$ cat config.mk
export PLATFORM = sky130hd
export DESIGN_NAME = bnm_dist
export DESIGN_NICKNAME = d
export VERILOG_FILES = /design/src/rtl/core/bnm_pkg.sv /design/src/rtl/core/bnm_dist.sv
export SDC_FILE = /design/constraint.sdc
export NUM_CORES = 1
export LEC_CHECK = 0
export ABC_AREA = 1
export BUFFER_PORTS_ARGS = -buffer_cell sky130_fd_sc_hd__buf_2
export CORE_MARGIN = 3
export CORE_UTILIZATION = 35
export DETAILED_ROUTE_END_ITERATION = 6
export PLACE_DENSITY = 0.76
export SETUP_SLACK_MARGIN = 0.4
export SYNTH_ARGS = -nofsm -noshare
export SYNTH_HDL_FRONTEND = slang
export SYNTH_SLANG_ARGS = --single-unit
export TNS_END_PERCENT = 20
$ cat constraint.sdc
create_clock -name vclk -period 4.73
set_clock_uncertainty 0.15 [all_clocks]
set_input_delay 0.2365 -clock vclk [all_inputs]
set_output_delay 0.2365 -clock vclk [all_outputs]
set_load 0.05 [all_outputs]
$ cat src/rtl/core/bnm_pkg.sv
// Shared constants, types and helpers for the nearest barcode matcher.
`default_nettype none

package bnm_pkg;

	// Default table depth and read index length
	localparam int DEF_MAX_ENTRIES = 64;
	localparam int DEF_MAX_BASES   = 16;

	// Fixed field widths of the words
	localparam int BASE_W     = 3;
	localparam int SLOT_W     = 6;
	localparam int LEN_W      = 5;
	localparam int ALLOW_W    = 5;
	localparam int ECOUNT_W   = 7;
	localparam int MISMATCH_W = 5;
	localparam int CFG_DATA_W = 7;
	localparam int CFG_IDX_W  = 1;

	// Register reset values
	localparam logic [LEN_W-1:0]    USED_LENGTH_RST = LEN_W'(8);
	localparam logic [ECOUNT_W-1:0] ENTRY_COUNT_RST = '0;

	// Base code that every non-ACGT code folds to
	localparam logic [BASE_W-1:0] BASE_OTHER = 3'd4;

	// Word kinds
	localparam logic KIND_LOAD  = 1'b0;
	localparam logic KIND_QUERY = 1'b1;

	// Configuration register indexes
	typedef enum logic [CFG_IDX_W-1:0] {
		REG_USED_LENGTH = 1'b0,
		REG_ENTRY_COUNT = 1'b1
	} cfg_reg_t;

	// Sequencer states
	typedef enum logic [2:0] {
		ST_IDLE   = 3'b001,
		ST_SCAN   = 3'b010,
		ST_FINISH = 3'b100
	} state_t;

	// Fold base codes five to seven onto "other"
	function automatic logic [BASE_W-1:0] norm_base(input logic [BASE_W-1:0] code);
		norm_base = (code > BASE_OTHER) ? BASE_OTHER : code;
	endfunction

endpackage

`default_nettype wire

$ cat src/rtl/core/bnm_dist.sv
// Mismatch counter: compares one stored barcode with the query over the used length.
`default_nettype none

module bnm_dist import bnm_pkg::*; #(
	parameter int N_BASES = DEF_MAX_BASES,
	parameter int CNT_W   = $clog2(N_BASES + 1)
) (
	input  wire logic [BASE_W*N_BASES-1:0] a,
	input  wire logic [BASE_W*N_BASES-1:0] b,
	input  wire logic [LEN_W-1:0]          len,
	output logic      [CNT_W-1:0]          cnt
);

	logic [N_BASES-1:0] mism;

	// Flag each position inside the length whose folded codes differ
	always_comb begin
		for (int i = 0; i < N_BASES; i++) begin
			mism[i] = (LEN_W'(i) < len) &&
				(norm_base(a[BASE_W*i +: BASE_W]) != norm_base(b[BASE_W*i +: BASE_W]));
		end
	end

	// Population count of the flags
	assign cnt = CNT_W'($countones(mism));

endmodule

`default_nettype wire

==> flow_metrics.tcl, run 1 <==
set metrics [dict create \
    rows 20 \
    ios 106 \
    drt_iter0_drc 21 \
    grt_max_degree 8 \
    final_common_cell "buf_2" \
    cp_top_family "adder cells" \
    postCtsHoldBufs 0 \
    avgSynthCellArea_sq_um 5.554 \
    finalSetupTns_ps 0 \
    maxCapViolCount 0 \
    critical_path_buf_inv_count 4 \
    synthCells 212 \
    dieArea_sq_mm 0.004096 \
    hpwl_um 3098 \
    wirelength_um 3318 \
    cpPeakStageDelay_ps 510 \
    track_usage_pct 15.39 \
    fin_crit_sh_pct 88.71 \
    antenna_found_initial 0 \
    hold-worst-slack_ps 987.8 \
    drt-pass1-iter-count 4 \
    required_ps 4340 \
    synth_area_leaders "fa_1 17%, nand2_1 17%, nor2_1 15%" \
    ir_worst_vdd_v 0.0004093 \
    area_delta_synth_final_pct 55.79 \
    num_antenna_cells 0 \
    timing_worst_setup_path_type "input port to primary output" \
    overflow 0 \
    ant_nets 0 \
    die_h_um 64 \
    coreArea_sq_mm 0.003128 \
    yosys_warnings 0 \
    hold_path.class "input port to primary output" \
    fin_nets 438 \
    crit_start "len[4]" \
    grt_pass1_wl_um 5395 \
    start_kind "input port" \
    setup_viol 0 \
    yosys.area.top_type_share_pct 17.00 \
    hold_viol 0 \
    vias_per_cell 4.338 \
    period_needed_ps 4196 \
    dr_total_vias 1579 \
    cp_max_fo 6 \
    grt_pass1_vias 1435 \
    drc_errors 0 \
    rsz0062_at_grt "yes" \
    synth_cell_type_count 18 \
    crit_slowest_cell "fa_1" \
    crit_arrival_ps 3810 \
    wl_per_cell_um 9.115 \
    fillCellCount 333 \
    crit_top_cell "fa_1" \
    p_leak_nw 1.100 \
    slew_headroom_pct 83.22 \
    seq_cells 0 \
    synth-seq-area-share_pct 0 \
    gp_congestion 0.8050 \
    synth_area_leader_cell "fa_1" \
    end_kind "primary output" \
    crit_chain "buf_4 -> nor2_4 -> nand2_2 -> o21ai_1 -> nor2_1 -> fa_1 -> inv_1 -> fa_1 -> fa_1 -> inv_1 -> fa_1 -> ha_2 -> fa_2 -> xor2_2 -> buf_6" \
    portBuffers 106 \
    seq_area_sq_um 0 \
    die_w_um 64 \
    tightest_slew_ps 253.4 \
    status "complete, no violations" \
    timing.fmax_mhz 238.3 \
    drive_gt1_share_pct 38.44 \
    initial_core_util_pct 37.64 \
    n_clock_buffer 0 \
    slew_violations 0 \
    synth_nets 328 \
    p_per_area_mw_per_mm2 470.5 \
    min_from "a[8]" \
    synth_area_sq_mm 0.001177 \
    mostFrequentLayoutCells "101 x buf_2, 51 x nand2_1, 46 x nor2_1, 30 x inv_1, 20 x nand3_1" \
]
## metrics by stage
step           setup WS, ps  cell area (sq um)  cells  power [mW]  utilization (%)
2_1_floorplan         288.5               1185    212      0.6116                -
3_3_place_gp          254.8               1770    362      0.7465            56.60
3_5_place_dp          133.0               1770    362      0.7644            56.60
4_1_cts               376.9               1790    362      0.8555            57.24
5_1_grt               397.1               1834    364      0.9234            58.64
6_report              533.8               1834    364      0.8629            58.64
## final timing paths
kind	to	cells past startpoint
max	cnt[2]	15
min	cnt[0]	6
## cell type report
class	instances	area, sq um	share of cell area [%]
repair buffers	108	565.5	30.83
well taps	44	55.05	3.001
multi-input cells	178	1086	59.21
inverters	34	127.6	6.958
## timing repair
action	CTS	global route
endpoints found under the hold margin	0	0
endpoints found under the setup margin	4	4
resized for setup	6	13
pin swaps	1	9
setup buffers	0	2
## synthesized netlist by cell type, drive strengths merged
master   n
nand3   20
xnor2   12
inv     34
o21ai    8
a21boi   1
a21oi    4
nand4    1
nor2    50
fa      10
nand2   54
xor2    11
ha       5
and2     1
o211ai   1
## power by group
part,total [mW],switching [mW],internal [mW],leakage [nW]
logic,0.863,0.546,0.317,1.10
clock network,0,0,0,0
registers,0,0,0,0
## per-layer routing
| layer | up-vias | GRT usage (%) | routed length [um] |
|---|---|---|---|
| li1 | 866 | - | - |
| met1 | 660 | 18.40 | 1334 |
| met2 | 53 | 31.10 | 1733 |
| met3 | 0 | 1.054 | 250 |
| met4 | 0 | 0 | 0 |
| met5 | - | 0 | 0 |
## kinds of logic after synthesis
family,after synthesis,synth area share [%]
buffers and inverters,34,10.84
adders and majority gates,15,22.32
AOI/OAI and AO/OA,14,6.376
and+or+nand+nor,126,43.36
xor gates and xnor gates,23,17.11
(Power assumes the default switching activity.)
==> run 2: changes to the inputs <==
- CORE_MARGIN: 3 -> default
==> run 2 against run 1 <==
  * Critical path depth decreased by 2
  * Die area down 12%
  * Combinational power increased by 0.6%
  * First-iteration DRC count rose by 52%
  * Sequential share of layout area stayed put
  * Worst hold slack better by 25 ps
  * Non-clock buffer count unchanged
  * Fmax fell by 0.57%
  * Wire length shrank 4.9%
  * Worst setup slack lost 24 ps
  * Total power is 0.57% higher
  * Core utilization is essentially flat
  * Critical endpoint is now cnt[1]
  * Largest cell class unchanged
  * Highest routed layer is now met4
==> flow_metrics.tcl, run 2 (synthesis results as in run 1) <==
set metrics [dict create \
    slew_violations 0 \
    dr_total_vias 1596 \
    start_kind "input port" \
    slew_headroom_pct 83.55 \
    mostFrequentLayoutCells "103 x buf_2, 52 x nand2_1, 46 x nor2_1, 30 x inv_1, 20 x nand3_1" \
    fin_crit_sh_pct 89.22 \
    area_delta_synth_final_pct 55.69 \
    hold_viol 0 \
    ir_worst_vdd_v 0.0004709 \
    pwr-share-comb_pct 100.0 \
    placed_cells 362 \
    period_needed_ps 4220 \
    seq_cells 0 \
    ios 106 \
    hpwl_um 2938 \
    initial_core_util_pct 37.64 \
    timing_worst_setup_path_type "input port to primary output" \
    crit_start "len[1]" \
    maxCapViolCount 0 \
    pre_cts_slack_ps 123.0 \
    drc_errors 0 \
    design_area_sq_mm 0.001833 \
    hold-worst-slack_ps 1013 \
    setup_slack_ps 509.7 \
    antenna_found_initial 0 \
    wl_per_cell_um 8.670 \
    drive_gt1_share_pct 38.13 \
    overflow 0 \
    p_switching_mw 0.5504 \
    portBuffers 106 \
    track_usage_pct 16.49 \
    swShare_pct 63.42 \
    rows 20 \
    required_ps 4340 \
    grt_pass1_wl_um 4712 \
    route.top_layer_used "met4" \
    cp_max_fo 6 \
    tightest_slew_ps 248.4 \
    grt_pass1_vias 1314 \
    final_common_cell "buf_2" \
    finalSetupTns_ps 0 \
    rsz0062_at_grt "no" \
    wirelength_um 3156 \
    p_leak_nw 1.099 \
    wl_met1_um 1274 \
    vias_per_cell 4.385 \
    end_kind "primary output" \
    hold_path.class "input port to primary output" \
    coreArea_sq_mm 0.003128 \
    dieArea_sq_mm 0.003600 \
    timing.fmax_mhz 237.0 \
    final_cells 364 \
    multiInputGateArea_sq_mm 0.001094 \
    n_clock_buffer 0 \
    met3_length_um 202 \
    status "complete, no violations" \
    wl_met2_um 1661 \
    grt_max_degree 7 \
    setup_viol 0 \
    fin_nets 438 \
    p_per_area_mw_per_mm2 473.5 \
    pwr-share-clk_pct 0 \
    drt-pass1-iter-count 4 \
    gp_congestion 0.8501 \
    die_w_um 60 \
    num_antenna_cells 0 \
    drt_iter0_drc 32 \
    die_h_um 60 \
    endpoint "cnt[1]" \
    seq_area_sq_um 0 \
    fillCellCount 337 \
    place_area_sq_mm 0.001770 \
    ant_nets 0 \
    crit_arrival_ps 3830 \
    internal-power_mw 0.3175 \
    postCtsHoldBufs 0 \
    power.share.sequential_pct 0 \
]
## run 2: cell count changes in the layout (fill, tap and decap cells not counted)
cell / previous run / this run
ha_2: 1 / 0
nand2_1: 51 / 52
o21ai_1: 1 / 2
ha_4: 0 / 1
buf_6: 2 / 1
o21ai_0: 6 / 5
clkbuf_4: 1 / 0
buf_2: 101 / 103
nand2_2: 3 / 2
## run 2: power groups by stage
stage | clock [mW] | combinational (mW) | sequential, mW
after floorplan | 0 | 0.612 | 0
after global placement | 0 | 0.745 | 0
after CTS | 0 | 0.837 | 0
final | 0 | 0.868 | 0
after detailed placement | 0 | 0.773 | 0
after global routing | 0 | 0.933 | 0
## run 2: layer usage
layer | global-route usage [%] | up-vias
li1 | - | 862
met1 | 19.13 | 675
met2 | 33.17 | 57
met3 | 1.082 | 2
met4 | 1.993 | 0
met5 | 0 | -
## run 2: cell type report
type                            count  share of cell area, %
Inverter                           34                  6.962
Multi-Input combinational cell    178                  59.66
Tap cell                           44                  3.003
Timing Repair Buffer              108                  30.38
## run 2: stage by stage
| stage | utilization [%] | power (mW) |
|---|---|---|
| floorplan | - | 0.6116 |
| global placement | 56.60 | 0.7447 |
| detailed placement | 56.60 | 0.7733 |
| CTS | 57.36 | 0.8375 |
| global route | 58.60 | 0.9329 |
| finish | 58.60 | 0.8679 |
## run 2: what timing repair did
item                                    CTS  global route
pin swaps                                 1             7
endpoints found under the setup margin    4             4
setup buffers                             1             1
resized for setup                         5            11
hold endpoints to repair                  0             0
## run 2: worst min path at each step
stage	start	endpoint	slack, ps	cells after the start
4_1_cts	a[8]	cnt[0]	1010	6
2_1_floorplan	a[8]	cnt[0]	890	4
6_report	b[8]	cnt[0]	1010	6
3_3_place_gp	a[8]	cnt[0]	1000	6
5_1_grt	a[8]	cnt[0]	1060	6
3_5_place_dp	a[8]	cnt[0]	1010	6
## run 2: critical path: stages
cell and delay [ps]:
buf_2 160, nand2_2 90, o21ai_2 120, and2_1 130, nand2_1 60, fa_1 550
fa_1 460, fa_1 550, inv_1 50, fa_1 480, ha_4 200, fa_2 560
buf_4 190
==> run 3: changes to the inputs <==
- GPL_TIMING_DRIVEN: default -> 0
==> run 3 against run 2 <==
  * Wire length down 8.4%
  * Critical path depth up 1
  * Sequential share of layout area unchanged
  * Total power is 5.7% lower
  * Via count is 1.6% higher
  * First-iteration DRC count fell by 19%
  * Count of clock-buffer cells in the layout did not move
  * Fmax grew 1.3%
  * Flip-flop and latch count unchanged
  * Worst hold slack got worse by 29 ps
  * Combinational power decreased by 5.6%
  * Non-clock buffer count increased by 1
  * Largest power group unchanged
  * Highest routed layer is now met3
==> flow_metrics.tcl, run 3 (synthesis results as in run 1) <==
set metrics [dict create \
    crit_start "len[1]" \
    placed_cells 362 \
    wl_per_cell_um 7.921 \
    place_area_sq_mm 0.001770 \
    fillCellCount 319 \
    rsz0062_at_grt "no" \
    fin_nets 439 \
    timing.fmax_mhz 240.1 \
    slew_violations 0 \
    die_w_um 60 \
    crit_top_cell "fa_1" \
    hpwl_um 2715 \
    cp_top_family "adder cells" \
    n_clock_buffer 0 \
    tightest_slew_ps 252.0 \
    final_common_cell "buf_2" \
    gp_congestion 0.7394 \
    period_needed_ps 4165 \
    finalSetupTns_ps 0 \
    drc_errors 0 \
    track_usage_pct 15.73 \
    critical_path_buf_inv_count 3 \
    p_leak_nw 1.103 \
    drive_gt1_share_pct 38.63 \
    overflow 0 \
    pwr-share-clk_pct 0 \
    grt_max_degree 7 \
    crit_chain "clkbuf_4 -> nand2_2 -> o21ai_2 -> and2_1 -> nand2_1 -> fa_1 -> fa_1 -> fa_1 -> inv_1 -> fa_1 -> ha_2 -> fa_2 -> xor2_2 -> buf_4" \
    portBuffers 106 \
    grt_pass1_wl_um 4588 \
    multiInputGateArea_sq_mm 0.001086 \
    initial_core_util_pct 37.64 \
    setup_viol 0 \
    grt_pass1_vias 1312 \
    drt_iter0_drc 26 \
    rows 20 \
    num_antenna_cells 0 \
    maxCapViolCount 0 \
    cp_max_fo 6 \
    required_ps 4340 \
    status "complete, no violations" \
    dr_total_vias 1621 \
    wirelength_um 2891 \
    crit_slowest_cell "fa_1" \
    p_switching_mw 0.5271 \
    timing_worst_setup_path_type "input port to primary output" \
    final_cells 365 \
    area_delta_synth_final_pct 56.11 \
    postCtsHoldBufs 0 \
    worstSetupPathDepth 14 \
    die_h_um 60 \
    swShare_pct 64.38 \
    mostFrequentLayoutCells "101 x buf_2, 51 x nand2_1, 46 x nor2_1, 30 x inv_1, 20 x nand3_1" \
    start_kind "input port" \
    seq_area_sq_um 0 \
    ir_worst_vdd_v 0.0004186 \
    pwr-share-comb_pct 100.0 \
    antenna_found_initial 0 \
    power.share.sequential_pct 0 \
    p_per_area_mw_per_mm2 445.5 \
    hold_path.class "input port to primary output" \
    vias_per_cell 4.441 \
    endpoint "cnt[2]" \
    crit_arrival_ps 3780 \
    hold_viol 0 \
    coreArea_sq_mm 0.003128 \
    drt-pass1-iter-count 4 \
    end_kind "primary output" \
    cpPeakStageDelay_ps 550 \
    ios 106 \
    internal-power_mw 0.2917 \
    dieArea_sq_mm 0.003600 \
    fin_crit_sh_pct 88.06 \
    design_area_sq_mm 0.001838 \
    ant_nets 0 \
    slew_headroom_pct 83.31 \
    seq_cells 0 \
]
-- run 3: power by group through the flow --
stage	sequential (mW)	combinational, mW	clock (mW)
floorplan	0	0.612	0
global placement	0	0.744	0
detailed placement	0	0.752	0
finish	0	0.819	0
CTS	0	0.779	0
global route	0	0.899	0
-- run 3: per-stage QoR --
stage               hold WS (ps)  setup slack [ps]  utilization [%]  total power, mW
floorplan                  887.7             288.5                -           0.6116
finish                     983.2             565.0            58.76           0.8188
global route                1024             393.0            58.76           0.8988
detailed placement         999.1             164.2            56.60           0.7523
CTS                        999.1             387.2            57.24           0.7790
global placement           997.5             179.4            56.60           0.7435
-- run 3: repair_timing --
action | in CTS | in global routing
buffers inserted | 1 | 2
gates resized for setup | 4 | 15
pin swaps | 1 | 10
endpoints found under the setup margin | 4 | 4
-- run 3: how the worst min path moves through the flow --
stage	start	endpoint	slack, ps	cells past startpoint
2_1_floorplan	a[8]	cnt[0]	890	4
3_3_place_gp	a[8]	cnt[0]	1000	6
3_5_place_dp	a[8]	cnt[0]	1000	6
4_1_cts	a[8]	cnt[0]	1000	6
5_1_grt	a[8]	cnt[0]	1020	6
6_report	a[8]	cnt[0]	980	6
-- run 3: cell type report --
cell class         count  share of cell area [%]
inverters             34                   6.943
repair buffers       109                   30.97
well taps             44                   2.995
multi-input cells    178                   59.09
-- run 3: routing by layer --
metal	global-route usage [%]	vias to the layer above	wire length (um)
met1	19.29	693	1251
met4	0.6645	0	0
met5	0	-	0
met2	30.95	61	1457
li1	-	867	-
met3	1.082	0	181
